File: src/rtl/slc_pkg.sv
// shared constants, codes and controller/datapath bundles for the lru write-back cache
// no dependencies
package slc_pkg;

   localparam int MAX_WAYS_DEF   = 8;
   localparam int MAX_SETS_DEF   = 64;
   localparam int BLOCK_BITS_DEF = 30;

   localparam int WAYS_REG_W = 4;
   localparam int SETS_REG_W = 7;
   localparam int CSR_AW     = 3;
   localparam int CSR_DW     = 32;

   // dividend bits consumed per divider cycle
   localparam int DIV_RADIX = 4;

   localparam logic OP_READ  = 1'b0;
   localparam logic OP_WRITE = 1'b1;

   localparam logic ACT_FETCH     = 1'b0;
   localparam logic ACT_WRITEBACK = 1'b1;

   localparam logic REG_WAYS = 1'b0;
   localparam logic REG_SETS = 1'b1;

   typedef struct packed {
      logic accept;
      logic step;
      logic mem_rd;
      logic look;
      logic mem_wr;
      logic show_wb;
   } slc_cmd_type;

   typedef struct packed {
      logic div_last;
      logic hit;
      logic need_wb;
   } slc_stat_type;

endpackage

File: src/rtl/slc_ctrl.sv
// sequencing state machine of the lru write-back cache
// depends on slc_pkg
module slc_ctrl (
   input  logic                 clock,
   input  logic                 reset,
   input  logic                 req_tvalid,
   input  logic                 rsp_tready,
   input  slc_pkg::slc_stat_type stat,
   output slc_pkg::slc_cmd_type  cmd,
   output logic                 req_tready,
   output logic                 rsp_tvalid,
   output logic                 rsp_tlast
);

   localparam logic [2:0] ST_IDLE = 3'd0;
   localparam logic [2:0] ST_DIV  = 3'd1;
   localparam logic [2:0] ST_RD   = 3'd2;
   localparam logic [2:0] ST_LOOK = 3'd3;
   localparam logic [2:0] ST_WR   = 3'd4;
   localparam logic [2:0] ST_OWB  = 3'd5;
   localparam logic [2:0] ST_ORD  = 3'd6;

   logic [2:0] state_ff, state_in;

   always_comb begin
      state_in   = state_ff;
      cmd        = '0;
      req_tready = 1'b0;
      rsp_tvalid = 1'b0;
      rsp_tlast  = 1'b0;
      unique case (state_ff)
         ST_IDLE: begin
            req_tready = 1'b1;
            cmd.accept = req_tvalid;
            if (req_tvalid) state_in = ST_DIV;
         end
         ST_DIV: begin
            cmd.step = 1'b1;
            if (stat.div_last) state_in = ST_RD;
         end
         ST_RD: begin
            cmd.mem_rd = 1'b1;
            state_in   = ST_LOOK;
         end
         ST_LOOK: begin
            cmd.look = 1'b1;
            state_in = ST_WR;
         end
         ST_WR: begin
            cmd.mem_wr = 1'b1;
            priority if (stat.hit) state_in = ST_IDLE;
            else if (stat.need_wb) state_in = ST_OWB;
            else state_in = ST_ORD;
         end
         ST_OWB: begin
            rsp_tvalid  = 1'b1;
            cmd.show_wb = 1'b1;
            if (rsp_tready) state_in = ST_ORD;
         end
         ST_ORD: begin
            rsp_tvalid = 1'b1;
            rsp_tlast  = 1'b1;
            if (rsp_tready) state_in = ST_IDLE;
         end
         default: state_in = ST_IDLE;
      endcase
   end

   always_ff @(posedge clock) begin
      if (reset) state_ff <= ST_IDLE;
      else state_ff <= state_in;
   end

endmodule

File: config.mk
export PLATFORM = sky130hd
export DESIGN_NAME = slc_ctrl
export DESIGN_NICKNAME = d
export VERILOG_FILES = /design/src/rtl/slc_pkg.sv /design/src/rtl/slc_ctrl.sv
export SDC_FILE = /design/constraint.sdc
export NUM_CORES = 1
export LEC_CHECK = 0
export ABC_CLOCK_PERIOD_IN_PS = 1500
export BUFFER_PORTS_ARGS = -buffer_cell sky130_fd_sc_hd__clkbuf_2
export CAP_MARGIN = 20
export CORE_AREA = 2 2 39 41
export CTS_CLUSTER_SIZE = 28
export DETAILED_ROUTE_END_ITERATION = 10
export DIE_AREA = 0 0 41 43
export GPL_ROUTABILITY_DRIVEN = 1
export GPL_TIMING_DRIVEN = 0
export SLEW_MARGIN = 40
export SYNTH_ARGS = -nofsm -noshare
export SYNTH_HDL_FRONTEND = slang
export SYNTH_SLANG_ARGS = --single-unit
File: constraint.sdc
create_clock -name clock -period 1.5 [get_ports clock]
set_input_delay 0.3 -clock clock [delete_from_list [all_inputs] [get_ports clock]]
set_output_delay 0.3 -clock clock [all_outputs]
set_load 0.005 [all_outputs]
# Word level (Yosys, flattened, before mapping)
# Cells that the tools add are included.
[totals]
register_bits = 3
out_inout_bits = 9
mem_count = 0
word_cells = 30
ram_bits = 0
latch_bits = 0
mem_bits_ro = 0
[classes]
mul = 0
n_eq_ne = 10
n_shift = 0
bitwise_logic = 0
n_reduce_logical = 3
n_mux = 16
div = 0
n_addsub = 0
n_lt_le_gt_ge = 0
[ops]
columns = ["cell", "n"]
rows = [
  ["case mux 3 bit (7 select lines)", 1],
  ["two-way mux 3 bit", 5],
  ["== test 3 bit, second input constant", 3],
  ["two-way mux 1 bit", 9],
  ["!= test 2 bit, second input constant", 4],
  ["== test 3 x 2 -> 1 bit, second input constant", 2],
  ["AND reduction 4 bit", 1],
  ["== test 3 x 1 -> 1 bit, second input constant", 1],
  ["logical NOT 3 bit", 1],
  ["two-way mux 2 bit", 1],
  ["OR reduction 2 bit", 1],
]

# Logic depth before layout (Yosys ltp)
[logic_depth]
ltp_word = 3
ltp_mapped = 4
mapped_depth_nobuf = 3

# Worst setup path before layout
# OpenSTA, ideal clock, no wires.
[synth_path]
kind = "reg-to-output"
from = "register state_ff[2]"
to = "output port rsp_tvalid"
stages_incl_launch_ff = 5
arrival_time_ps = 984
path_slack_ps = 216
n_path_buf = 1
required_ps = 1200
cell_sequence = "dfxtp_1 > buf_2 > nor2b_1 > and2_1 > or2_1"
[synth_via]
elab_chain_cells = 3
[synth_lines]
columns = ["item", "line_no", "rtl"]
rows = [
  ["from (decl)", "slc_ctrl.sv:23", "logic [2:0] state_ff, state_in;"],
  ["from (signal assigned)", "slc_ctrl.sv:71", "else state_ff <= state_in;"],
  ["== test 3 bit", "slc_ctrl.sv:31", "unique case (state_ff)"],
  ["OR reduction 2 bit (no source line) (*)", "n/a", ""],
  ["two-way mux 1 bit (*)", "slc_ctrl.sv:31", ""],
  ["to (decl)", "slc_ctrl.sv:11", "output logic rsp_tvalid,"],
]
# Mark *: on every way between the ends. The rest lies on a longest branch, timed or not.

# Worst setup path in the final report
[layout_path]
from = "register state_ff[1]"
to = "output port rsp_tvalid"
# Same word-level chain as after synthesis.

==> impl_metrics.yaml <==
worst_setup_path:
  required_ns: 1.20
  rrSetupSlack_ns: 0.08
  cp-start-kind: "flip-flop"
  regToRegStartpoint: "state_ff[2]$_SDFFE_PP0P_"
  rr_worst_depth: 4
  reg2reg_to: "state_ff[2]$_SDFFE_PP0P_"
  crit_path_end_kind: "primary output"
  worstPathMaxFanout: 10
  critical_path_arrival_ns: 1.14
  worst-setup-path-type: "flip-flop to primary output"
cells_and_area:
  postLayoutCoreUtil_pct: 35.1
  drive_above_1_share_pct: 60.3
  regArea_sq_um: 67.6
  largest_reg_flops: 3
  area_delta_synth_final_pct: 66.5
  regMostFlops: "state_ff"
  nNetsFinal: 66
  instances_no_fill: 74
  fillers: 157
  n_antenna_cell: 0
  multi_input_area_sq_um: 229
  reg_top3: "state_ff (3)"
outcome:
  status: "finished clean"
grt:
  grt_max_degree: 11
  grt_pass1_wl_mm: 1.22
  grt.overflow.total: 0
  grt_pass1_vias: 290
  grt_usage_pct: 10.4
  antenna_found_initial: 0
route:
  viasPerCell: 4.39
  wl_per_cell_um: 10.0
  vias: 325
  drt_first_iter_violations: 3
  drt_wl_total_um: 743
  firstDrtPassIters: 4
  drc: 0
  ant_nets: 0
yosys:
  synth_ff_type: "dfxtp_1"
  yosysMostFrequentCell: "nor2_1"
  synth_warnings: 0
  synth_top_area_share_pct: 20.6
  yosysSeqAreaShare_pct: 20.6
  avgSynthCellArea_sq_um: 8.57
  synth_edf_count: 0
  synth-compound-area-share_pct: 17.2
  synth.area.mux_share_pct: 16.3
  yosys-top-cells-area: "dfxtp_1, mux4_2, and2_1"
  synth_area_sq_um: 292
  synth_nets: 41
  post-synth-top-area-cell: "dfxtp_1"
  yosys.area_share.simple_pct: 37.8
  synth_xor_area_share_pct: 0
  synth_top_family_by_area: "simple AND/OR/NAND/NOR gates"
  synthAdderAreaFrac_pct: 0
  synth_common_cells: "nor2_1, and2_1, dfxtp_1"
  ys_ff_latch: 3
  synth.distinct_cells: 23
  async_flop_share_pct: 0
  syn_inst: 34
clock_network:
  htreeDepth: 1
  clk_transition_reported_paths_ns: 0.04
  cts_made_buffers: 3
  cts_tree: "done"
  clock_sinks: 3
  cts_buffer_depth: 2
  cts_root_buf: "clkbuf_4"
  clock_latency_ns: 0.23
placement:
  dp_hpwl_um: 535
  placedCellCount: 65
  numPortBuffers: 15
  gp_congestion: 0.669
hold_path:
  min_delay_worst_endpoint: "state_ff[2]$_SDFFE_PP0P_"
  min_from: "reset"
  hold_class: "primary input to flip-flop"
  hold_depth: 3
power:
  power_frac_comb_pct: 64.0
  p_sw_share_pct: 35.3
  p_sw_mw: 0.309
  power_density_nw_per_um2: 1800
  peakVddDrop_mv: 0.617
  internal_power_mw: 0.567
  power_frac_seq_pct: 20.2
  leakage_nw: 0.254
  clkPwrFrac_pct: 15.8
job:
  maxCapViolCount: 0
floorplanning:
  start_util_pct: 21.1
  top_level_ports: 16
  die_h_um: 43
  die_area_sq_um: 1760
  placeableCoreArea_sq_um: 1380
  chipWidth_um: 41
  fp-row-count: 14
timing:
  min_period_over_period_pct: 95.9
  timing.fmax_mhz: 695
  rsz0062_at_grt: "true"
  setup_violations: 0
  hold_viol: 0
  finalCriticalPeriod_ns: 1.44
  timing.slew.headroom_pct: 85.3
  skew_ns: 0.00252
  worstMarginPinSlew_ns: 0.219
  drv_slew: 0
==> worst max-delay path: stages (launching register included) <==
cell and delay, ns:
dfxtp_1 0.31, buf_6 0.14, and2_4 0.15, or2_1 0.19
buf_2 0.12
==> stage by stage <==
stage                     setup TNS (ns)  hold WS, ns  setup WS, ns  area (sq um)  total power [mW]
after floorplan                        0        0.464         0.216           292             0.450
after global placement                 0        0.600        0.0873           387             0.580
after detailed placement               0        0.603        0.0653           387             0.583
after CTS                              0        0.348      0.000596           445             0.798
after global routing            -0.00544        0.365      -0.00544           485             0.969
final                                  0        0.357        0.0615           485             0.876
==> power groups by stage <==
stage	clock network, mW	registers [mW]	logic [mW]
final	0.138	0.177	0.561
after global routing	0.159	0.181	0.628
after global placement	0	0.137	0.443
after detailed placement	0	0.138	0.445
after floorplan	0	0.133	0.317
after CTS	0.148	0.145	0.505
==> worst max-delay path by stage <==
stage / from / to / slack [ns] / cells after the start
global placement: state_ff[2]$_SDFFE_PP0P_ / rsp_tvalid / 0.09 / 5
CTS: state_ff[1]$_SDFFE_PP0P_ / cmd[5] / 0.0006 / 4
detailed placement: state_ff[2]$_SDFFE_PP0P_ / rsp_tvalid / 0.07 / 5
global route: state_ff[1]$_SDFFE_PP0P_ / rsp_tvalid / -0.005 / 4
finish: state_ff[1]$_SDFFE_PP0P_ / rsp_tvalid / 0.06 / 4
floorplan: state_ff[2]$_SDFFE_PP0P_ / rsp_tvalid / 0.22 / 4
==> layer usage <==
layer | share of wire [%] | up-vias | track usage (%) | wire (um)
met5 | 0 | - | 0 | 0
li1 | - | 168 | - | -
met3 | 4.3 | 0 | 3.14 | 32
met2 | 52 | 8 | 14.4 | 383
met4 | 0 | 0 | 6.00 | 0
met1 | 44 | 149 | 13.5 | 328
==> what timing repair did <==
item                                    in CTS  in global routing
setup buffers                                4                  3
endpoints found under the setup margin       3                  3
pin swaps                                    1                  0
gates resized for setup                      4                  8
hold buffers                                 0                  0
==> cell usage in the layout, fill, tap and decap left out, types with 2 or more instances in the layout <==
master / n
a21o_1: 2
and2_1: 2
buf_4: 6
buf_6: 2
clkbuf_2: 14
clkbuf_4: 3
dfxtp_4: 2
nor2_1: 5
==> kinds of logic (layout without fill, tap and decap cells) <==
group / Yosys count / in the layout
buffers and inverters: 3 / 27
muxes: 3 / 3
DFF: 3 / 3
AOI/OAI and AO/OA: 6 / 6
and+or+nand+nor: 19 / 19
==> layout make-up <==
| cell class | instances | share of cell area (%) |
|---|---|---|
| buffer | 1 | 2.32 |
| clock buffer | 4 | 5.41 |
| multi-input combinational | 28 | 47.2 |
| sequential | 3 | 13.9 |
| tap | 16 | 4.12 |
| timing repair buffer | 22 | 27.1 |
(Power assumes the default switching activity.)
